===== config.mk =====
export PLATFORM = sky130hd
export DESIGN_NAME = lbvs_norm
export DESIGN_NICKNAME = d
export VERILOG_FILES = /design/src/rtl/core/lbvs_pkg.sv /design/src/rtl/core/lbvs_norm.sv
export SDC_FILE = /design/constraint.sdc
export NUM_CORES = 2
export LEC_CHECK = 0
export BUFFER_PORTS_ARGS = -buffer_cell sky130_fd_sc_hd__buf_2
export CAP_MARGIN = 20
export CORE_ASPECT_RATIO = 1.4
export CORE_MARGIN = 1.5
export CORE_UTILIZATION = 60
export DETAILED_ROUTE_END_ITERATION = 8
export PLACE_DENSITY = 0.78
export SLEW_MARGIN = 15
export SYNTH_ARGS = -nofsm -noshare
export SYNTH_HDL_FRONTEND = slang
export SYNTH_SLANG_ARGS = --single-unit
export TNS_END_PERCENT = 20

===== constraint.sdc =====
create_clock -name clock -period 26.7 [get_ports clock]
set_input_delay 1.335 -clock clock [delete_from_list [all_inputs] [get_ports clock]]
set_output_delay 1.335 -clock clock [all_outputs]
set_load 0.05 [all_outputs]

===== src/rtl/core/lbvs_pkg.sv =====
// Shared constants and types for the vertex skinning block.
// No dependencies; lbvs_norm, the top level and the testbench import this package.
package lbvs_pkg;
   localparam int MAX_BONES   = 256;
   localparam int INFLUENCES  = 4;
   localparam int PACKED_INFL = 4;
   localparam int MAT_WORDS   = 12;
   localparam int MAT_COLS    = 4;
   localparam int WEIGHT_EPS  = 6;
   localparam int NRM_ONE     = 16384;
   localparam int STORE_DEPTH = MAX_BONES * MAT_WORDS;
   localparam int ADDR_W      = $clog2(STORE_DEPTH);
   localparam int BONE_W      = $clog2(MAX_BONES);
   localparam int KIDX_W      = $clog2(INFLUENCES + 1);
   localparam int ROW_W       = 50;
   localparam int ACC_W       = 52;
   localparam int REQ_W       = 320;
   localparam int RSP_W       = 144;
   localparam int BCNT_W      = 9;

   typedef enum logic {
      OP_SKIN = 1'b0,
      OP_LOAD = 1'b1
   } op_type;
endpackage


===== src/rtl/core/lbvs_norm.sv =====
// Iterative normal normaliser: shift to range, sum of squares, bit-pair
// square root, then three restoring divisions. Depends on lbvs_pkg.
module lbvs_norm (
   input  logic                               clock,
   input  logic                               reset,
   input  logic                               start,
   input  logic signed [lbvs_pkg::ACC_W-1:0]  vec_x,
   input  logic signed [lbvs_pkg::ACC_W-1:0]  vec_y,
   input  logic signed [lbvs_pkg::ACC_W-1:0]  vec_z,
   output logic                               done,
   output logic signed [15:0]                 nrm_x,
   output logic signed [15:0]                 nrm_y,
   output logic signed [15:0]                 nrm_z
);
   import lbvs_pkg::*;

   typedef enum logic [6:0] {
      NS_IDLE  = 7'b0000001,
      NS_SCALE = 7'b0000010,
      NS_SQ    = 7'b0000100,
      NS_ROOT  = 7'b0001000,
      NS_DSET  = 7'b0010000,
      NS_DIV   = 7'b0100000,
      NS_DONE  = 7'b1000000
   } nstate_type;

   nstate_type         st_ff, st_in;
   logic [ACC_W-1:0]   a_ff [3];
   logic [ACC_W-1:0]   a_in [3];
   logic [2:0]         neg_ff, neg_in;
   logic [3:0]         cnt_ff, cnt_in;
   logic [1:0]         idx_ff, idx_in;
   logic [59:0]        sq_ff, sq_in;
   logic [61:0]        sum_ff, sum_in;
   logic [63:0]        v_ff, v_in;
   logic [63:0]        root_ff, root_in;
   logic [63:0]        bit_ff, bit_in;
   logic [30:0]        len_ff, len_in;
   logic [30:0]        rem_ff, rem_in;
   logic [14:0]        nb_ff, nb_in;
   logic [14:0]        q_ff, q_in;
   logic signed [15:0] o_ff [3];
   logic signed [15:0] o_in [3];

   logic [ACC_W-1:0]   mx;
   logic [ACC_W-1:0]   cin [3];
   logic [63:0]        trial;
   logic [44:0]        num;
   logic [31:0]        tdiv;
   logic [15:0]        qclamp;

   assign cin[0] = vec_x;
   assign cin[1] = vec_y;
   assign cin[2] = vec_z;

   always_comb begin
      mx = a_ff[0];
      if (a_ff[1] > mx) begin
         mx = a_ff[1];
      end
      if (a_ff[2] > mx) begin
         mx = a_ff[2];
      end
   end

   always_comb begin
      st_in   = st_ff;
      a_in    = a_ff;
      neg_in  = neg_ff;
      cnt_in  = cnt_ff;
      idx_in  = idx_ff;
      sq_in   = sq_ff;
      sum_in  = sum_ff;
      v_in    = v_ff;
      root_in = root_ff;
      bit_in  = bit_ff;
      len_in  = len_ff;
      rem_in  = rem_ff;
      nb_in   = nb_ff;
      q_in    = q_ff;
      o_in    = o_ff;
      trial   = root_ff + bit_ff;
      num     = {a_ff[idx_ff][29:0], 14'b0} + 45'(len_ff >> 1);
      tdiv    = {rem_ff, nb_ff[14]};
      qclamp  = 16'(q_ff);
      case (st_ff)
         NS_IDLE: begin
            if (start) begin
               for (int i = 0; i < 3; i++) begin
                  neg_in[i] = cin[i][ACC_W-1];
                  a_in[i]   = cin[i][ACC_W-1] ? (~cin[i] + 1'b1) : cin[i];
               end
               st_in = NS_SCALE;
            end
         end
         NS_SCALE: begin
            if (mx == '0) begin
               for (int i = 0; i < 3; i++) begin
                  o_in[i] = '0;
               end
               st_in = NS_DONE;
            end else if (mx[ACC_W-1:30] != '0) begin
               for (int i = 0; i < 3; i++) begin
                  a_in[i] = a_ff[i] >> 1;
               end
            end else if (!mx[29]) begin
               for (int i = 0; i < 3; i++) begin
                  a_in[i] = a_ff[i] << 1;
               end
            end else begin
               cnt_in = '0;
               sum_in = '0;
               st_in  = NS_SQ;
            end
         end
         NS_SQ: begin
            // square one component a cycle, add the previous square
            if (cnt_ff != 4'd3) begin
               sq_in = a_ff[cnt_ff[1:0]][29:0] * a_ff[cnt_ff[1:0]][29:0];
            end
            if (cnt_ff != 4'd0) begin
               sum_in = sum_ff + 62'(sq_ff);
            end
            if (cnt_ff == 4'd3) begin
               v_in    = 64'(sum_ff + 62'(sq_ff));
               root_in = '0;
               bit_in  = 64'd1 << 62;
               st_in   = NS_ROOT;
            end else begin
               cnt_in = cnt_ff + 4'd1;
            end
         end
         NS_ROOT: begin
            if (v_ff >= trial) begin
               v_in    = v_ff - trial;
               root_in = (root_ff >> 1) + bit_ff;
            end else begin
               root_in = root_ff >> 1;
            end
            bit_in = bit_ff >> 2;
            if (bit_ff[0]) begin
               len_in = root_in[30:0];
               idx_in = '0;
               st_in  = NS_DSET;
            end
         end
         NS_DSET: begin
            rem_in = 31'(num[44:15]);
            nb_in  = num[14:0];
            q_in   = '0;
            cnt_in = '0;
            st_in  = NS_DIV;
         end
         NS_DIV: begin
            if (tdiv >= {1'b0, len_ff}) begin
               rem_in = 31'(tdiv - {1'b0, len_ff});
               q_in   = {q_ff[13:0], 1'b1};
            end else begin
               rem_in = tdiv[30:0];
               q_in   = {q_ff[13:0], 1'b0};
            end
            nb_in  = nb_ff << 1;
            cnt_in = cnt_ff + 4'd1;
            if (cnt_ff == 4'd14) begin
               qclamp = 16'(q_in);
               if (qclamp > 16'(NRM_ONE)) begin
                  qclamp = 16'(NRM_ONE);
               end
               o_in[idx_ff] = neg_ff[idx_ff] ? -$signed(qclamp) : $signed(qclamp);
               if (idx_ff == 2'd2) begin
                  st_in = NS_DONE;
               end else begin
                  idx_in = idx_ff + 2'd1;
                  st_in  = NS_DSET;
               end
            end
         end
         NS_DONE: begin
            st_in = NS_IDLE;
         end
         default: begin
            st_in = NS_IDLE;
         end
      endcase
   end

   always_ff @(posedge clock) begin
      if (reset) begin
         st_ff <= NS_IDLE;
      end else begin
         st_ff <= st_in;
      end
      a_ff    <= a_in;
      neg_ff  <= neg_in;
      cnt_ff  <= cnt_in;
      idx_ff  <= idx_in;
      sq_ff   <= sq_in;
      sum_ff  <= sum_in;
      v_ff    <= v_in;
      root_ff <= root_in;
      bit_ff  <= bit_in;
      len_ff  <= len_in;
      rem_ff  <= rem_in;
      nb_ff   <= nb_in;
      q_ff    <= q_in;
      o_ff    <= o_in;
   end

   assign done  = (st_ff == NS_DONE);
   assign nrm_x = o_ff[0];
   assign nrm_y = o_ff[1];
   assign nrm_z = o_ff[2];
endmodule


==> flow_summary.yaml <==
clock_tree:
  postCtsSetupRepairBufs: 0
  cts_tree: "done"
  numCtsBuffers: 67
  post_cts_resize_count: 0
  clockBufferDepth: 3
  cts-root-buf: "clkbuf_16"
  htree_levels: 3
  clkTransAtPathRegs_ps: 70
  cts_sinks: 592
  clk_latency_ps: 680
  cts_hold_buf: 0
logic_synthesis:
  synth_ff_type: "edfxtp_1"
  synth_seq_cells: 592
  async_flop_share_pct: 0
  yosysUniqueCellTypes: 92
  syn-num-nets: 9202
  synth-edff-count: 585
  ys_seq_area_share_pct: 24.8
  syn_area_mm2: 0.0713
  synth_cells: 7739
  yosys_warnings: 0
  synth_top_cell_by_area: "edfxtp_1"
  synth_top_area_share_pct: 24.7
  avgSynthCellArea_um2: 9.21
  ys_top_cells_by_area: "edfxtp_1 (25%), fa_1 (20%), ha_1 (10%)"
placement:
  place_congestion: 1.01
  placement.io_buffers: 207
  hpwlAfterDp_um: 174000
worst_setup_path:
  crit_fanout: 35
  endpoint_kind: "flop"
  cpPeakStageDelay_ps: 740
  crit_type: "reg -> reg"
  reg2reg_depth: 34
  cp-start-kind: "flop"
  cp_slowest_cell: "a311oi_1"
  critPathArrivalTime_ps: 11150
  cp_common_cell: "fa_1"
  r2r-start: "cnt_ff[1]$_SDFFCE_PN0P_"
  crit_path_end: "sq_ff[58]$_DFFE_PP_"
  rrSetupSlack_ps: 15940
  r2r-end: "sq_ff[58]$_DFFE_PP_"
  cp-startpoint: "cnt_ff[1]$_SDFFCE_PN0P_"
  cp.required_ps: 27090
detailed_routing:
  viasPerCell: 6.19
  drc: 0
  vias: 58600
  drtIter0Drc: 5669
  wl_per_cell_um: 23.3
  drtPass1Iterations: 8
  ant_nets: 0
  drt_wl_total_um: 221000
min_path:
  hp-start: "nb_ff[0]$_SDFFCE_PP0P_"
  hp-class: "reg -> reg"
grt:
  first_global_vias: 59600
  grt_pass1_wl_um: 340000
  grt.total_usage_pct: 36.7
  grt_max_degree: 205
  antenna_found_initial: 31
  grt-ovfl-total: 0
status:
  status: "finished, final reports clean"
sta:
  fmax_ghz: 0.0929
  setup_viol: 0
  hold_viol: 0
  relSlewSlack_pct: 21.1
  max_slew.worst_pin.slew_ps: 1150
  fin_skew_ps: 52.9
  period_minus_slack_ps: 10760
  fin_tns_setup_ps: 0
  final-max-slew-violation-count: 0
  fin_crit_sh_pct: 40.3
  rsz0062_at_grt: "false"
flow_run:
  drv_cap: 0
floorplan:
  io_pins: 208
  start_util_pct: 60.5
  coreArea_mm2: 0.118
  num_rows: 149
  die_y_um: 411
  die_area_mm2: 0.121
  die-width_um: 294
final_layout:
  final_nets: 9269
  final_core_util_pct: 64.7
  drive_above_1_share_pct: 6.19
  area_delta_synth_final_pct: 6.98
  fillers: 9877
==> critical path, delay by kind of cell (launching register included) <==
kind	cells	cell delay [ps]
compound gates	10	3510
fa+ha+maj	9	4410
buf+inv	11	1710
simple gates	3	430
flops	1	320
xor+xnor	1	80
==> metrics by stage <==
step	instances	area, um^2	setup WS [ps]	hold slack, ps
after floorplan	7739	71300	12920	484
after global placement	9320	73900	16210	503
after detailed placement	9320	73900	16090	517
after CTS	9437	76100	16060	532
after global routing	9464	76200	15670	559
final	9470	76200	15940	532
==> cells in the final DEF, fill, tap and decap left out, drive strengths merged, types with 31 or more instances in the layout <==
master,count
a211oi,108
o21ai,394
nand3,86
o41ai,32
nor2,738
buf,296
fa,708
a31oi,88
a21oi,472
nor3,68
inv,1013
clkbuf,80
o21a,52
ha,596
o211ai,37
and2,126
nor4,62
nand2,697
o21bai,43
a21o,167
mux2i,223
xnor2,291
or2,32
nor2b,66
or4,34
o31ai,71
and3,34
or3,64
xor2,201
nand4,80
diode,31
edfxtp,585
nand2b,51
==> cells by family (layout without fill, tap and decap cells) <==
group / count (synthesis) / count (layout) / synth area share, %
and+or+nand+nor: 2192 / 2192 / 14.2
AOI/OAI and AO/OA: 1615 / 1615 / 14.2
buffers and inverters: 1315 / 1430 / 7.08
adders and majority gates: 1304 / 1304 / 30.4
DFF: 592 / 592 / 24.8
xor gates and xnor gates: 492 / 492 / 6.05
muxes: 229 / 229 / 3.23
other: 0 / 31 / 0
==> Yosys cell counts (all sizes together) (8+ instances only) <==
| cell type | number |
|---|---|
| inv | 1010 |
| nor2 | 738 |
| fa | 708 |
| nand2 | 697 |
| ha | 596 |
| edfxtp | 585 |
| a21oi | 472 |
| o21ai | 394 |
| xnor2 | 291 |
| clkbuf | 234 |
| mux2i | 223 |
| xor2 | 201 |
| a21o | 167 |
| and2 | 126 |
| a211oi | 108 |
| a31oi | 88 |
| nand3 | 86 |
| nand4 | 80 |
| o31ai | 71 |
| nor3 | 68 |
| nor2b | 66 |
| buf | 64 |
| or3 | 64 |
| nor4 | 62 |
| o21a | 52 |
| nand2b | 51 |
| o21bai | 43 |
| o211ai | 37 |
| and3 | 34 |
| or4 | 34 |
| o41ai | 32 |
| or2 | 32 |
| and4 | 18 |
| a221oi | 16 |
| o22ai | 16 |
| nand3b | 12 |
| a22oi | 10 |
| o2111ai | 10 |
| nor3b | 9 |
| a211o | 8 |
==> metal layers <==
layer	GRT usage, %	up-vias	share of wire (%)
li1	-	26600	-
met1	44.7	28500	37
met2	61.2	2789	48
met3	6.31	691	8.7
met4	21.2	6	6.7
met5	0	-	0.016
==> worst min-delay path by stage <==
stage / end / slack (ps) / cells past startpoint
2_1_floorplan: nb_ff[14]$_DFFE_PP_ / 480 / 2
3_3_place_gp: nb_ff[1]$_DFFE_PP_ / 500 / 2
3_5_place_dp: nb_ff[12]$_DFFE_PP_ / 520 / 2
4_1_cts: nb_ff[13]$_DFFE_PP_ / 530 / 2
5_1_grt: nb_ff[13]$_DFFE_PP_ / 560 / 2
6_report: nb_ff[1]$_DFFE_PP_ / 530 / 2
==> cell type report <==
| type | count | area, um^2 | area share (%) |
|---|---|---|---|
| sequential | 592 | 17700 | 23.2 |
| multi-input combinational | 5832 | 48700 | 63.8 |
| antenna | 31 | 77.6 | 0.102 |
| inverter | 1017 | 3820 | 5.01 |
| clock inverter | 37 | 509 | 0.668 |
| tap | 1585 | 1980 | 2.60 |
| timing repair buffer | 296 | 1740 | 2.29 |
| clock buffer | 80 | 1740 | 2.28 |
==> registers in the layout, indices dropped and copies added (netlist names), 14 cells and up <==
register  count
a_ff        156
root_ff      64
v_ff         64
sum_ff       62
sq_ff        59
bit_ff       32
len_ff       31
rem_ff       31
nrm_x        16
nrm_y        16
nrm_z        16
nb_ff        15
q_ff         14
Power is left out: the tool's default activity adds up to more than one toggle a clock period on the data nets, which glitch-free logic cannot reach.
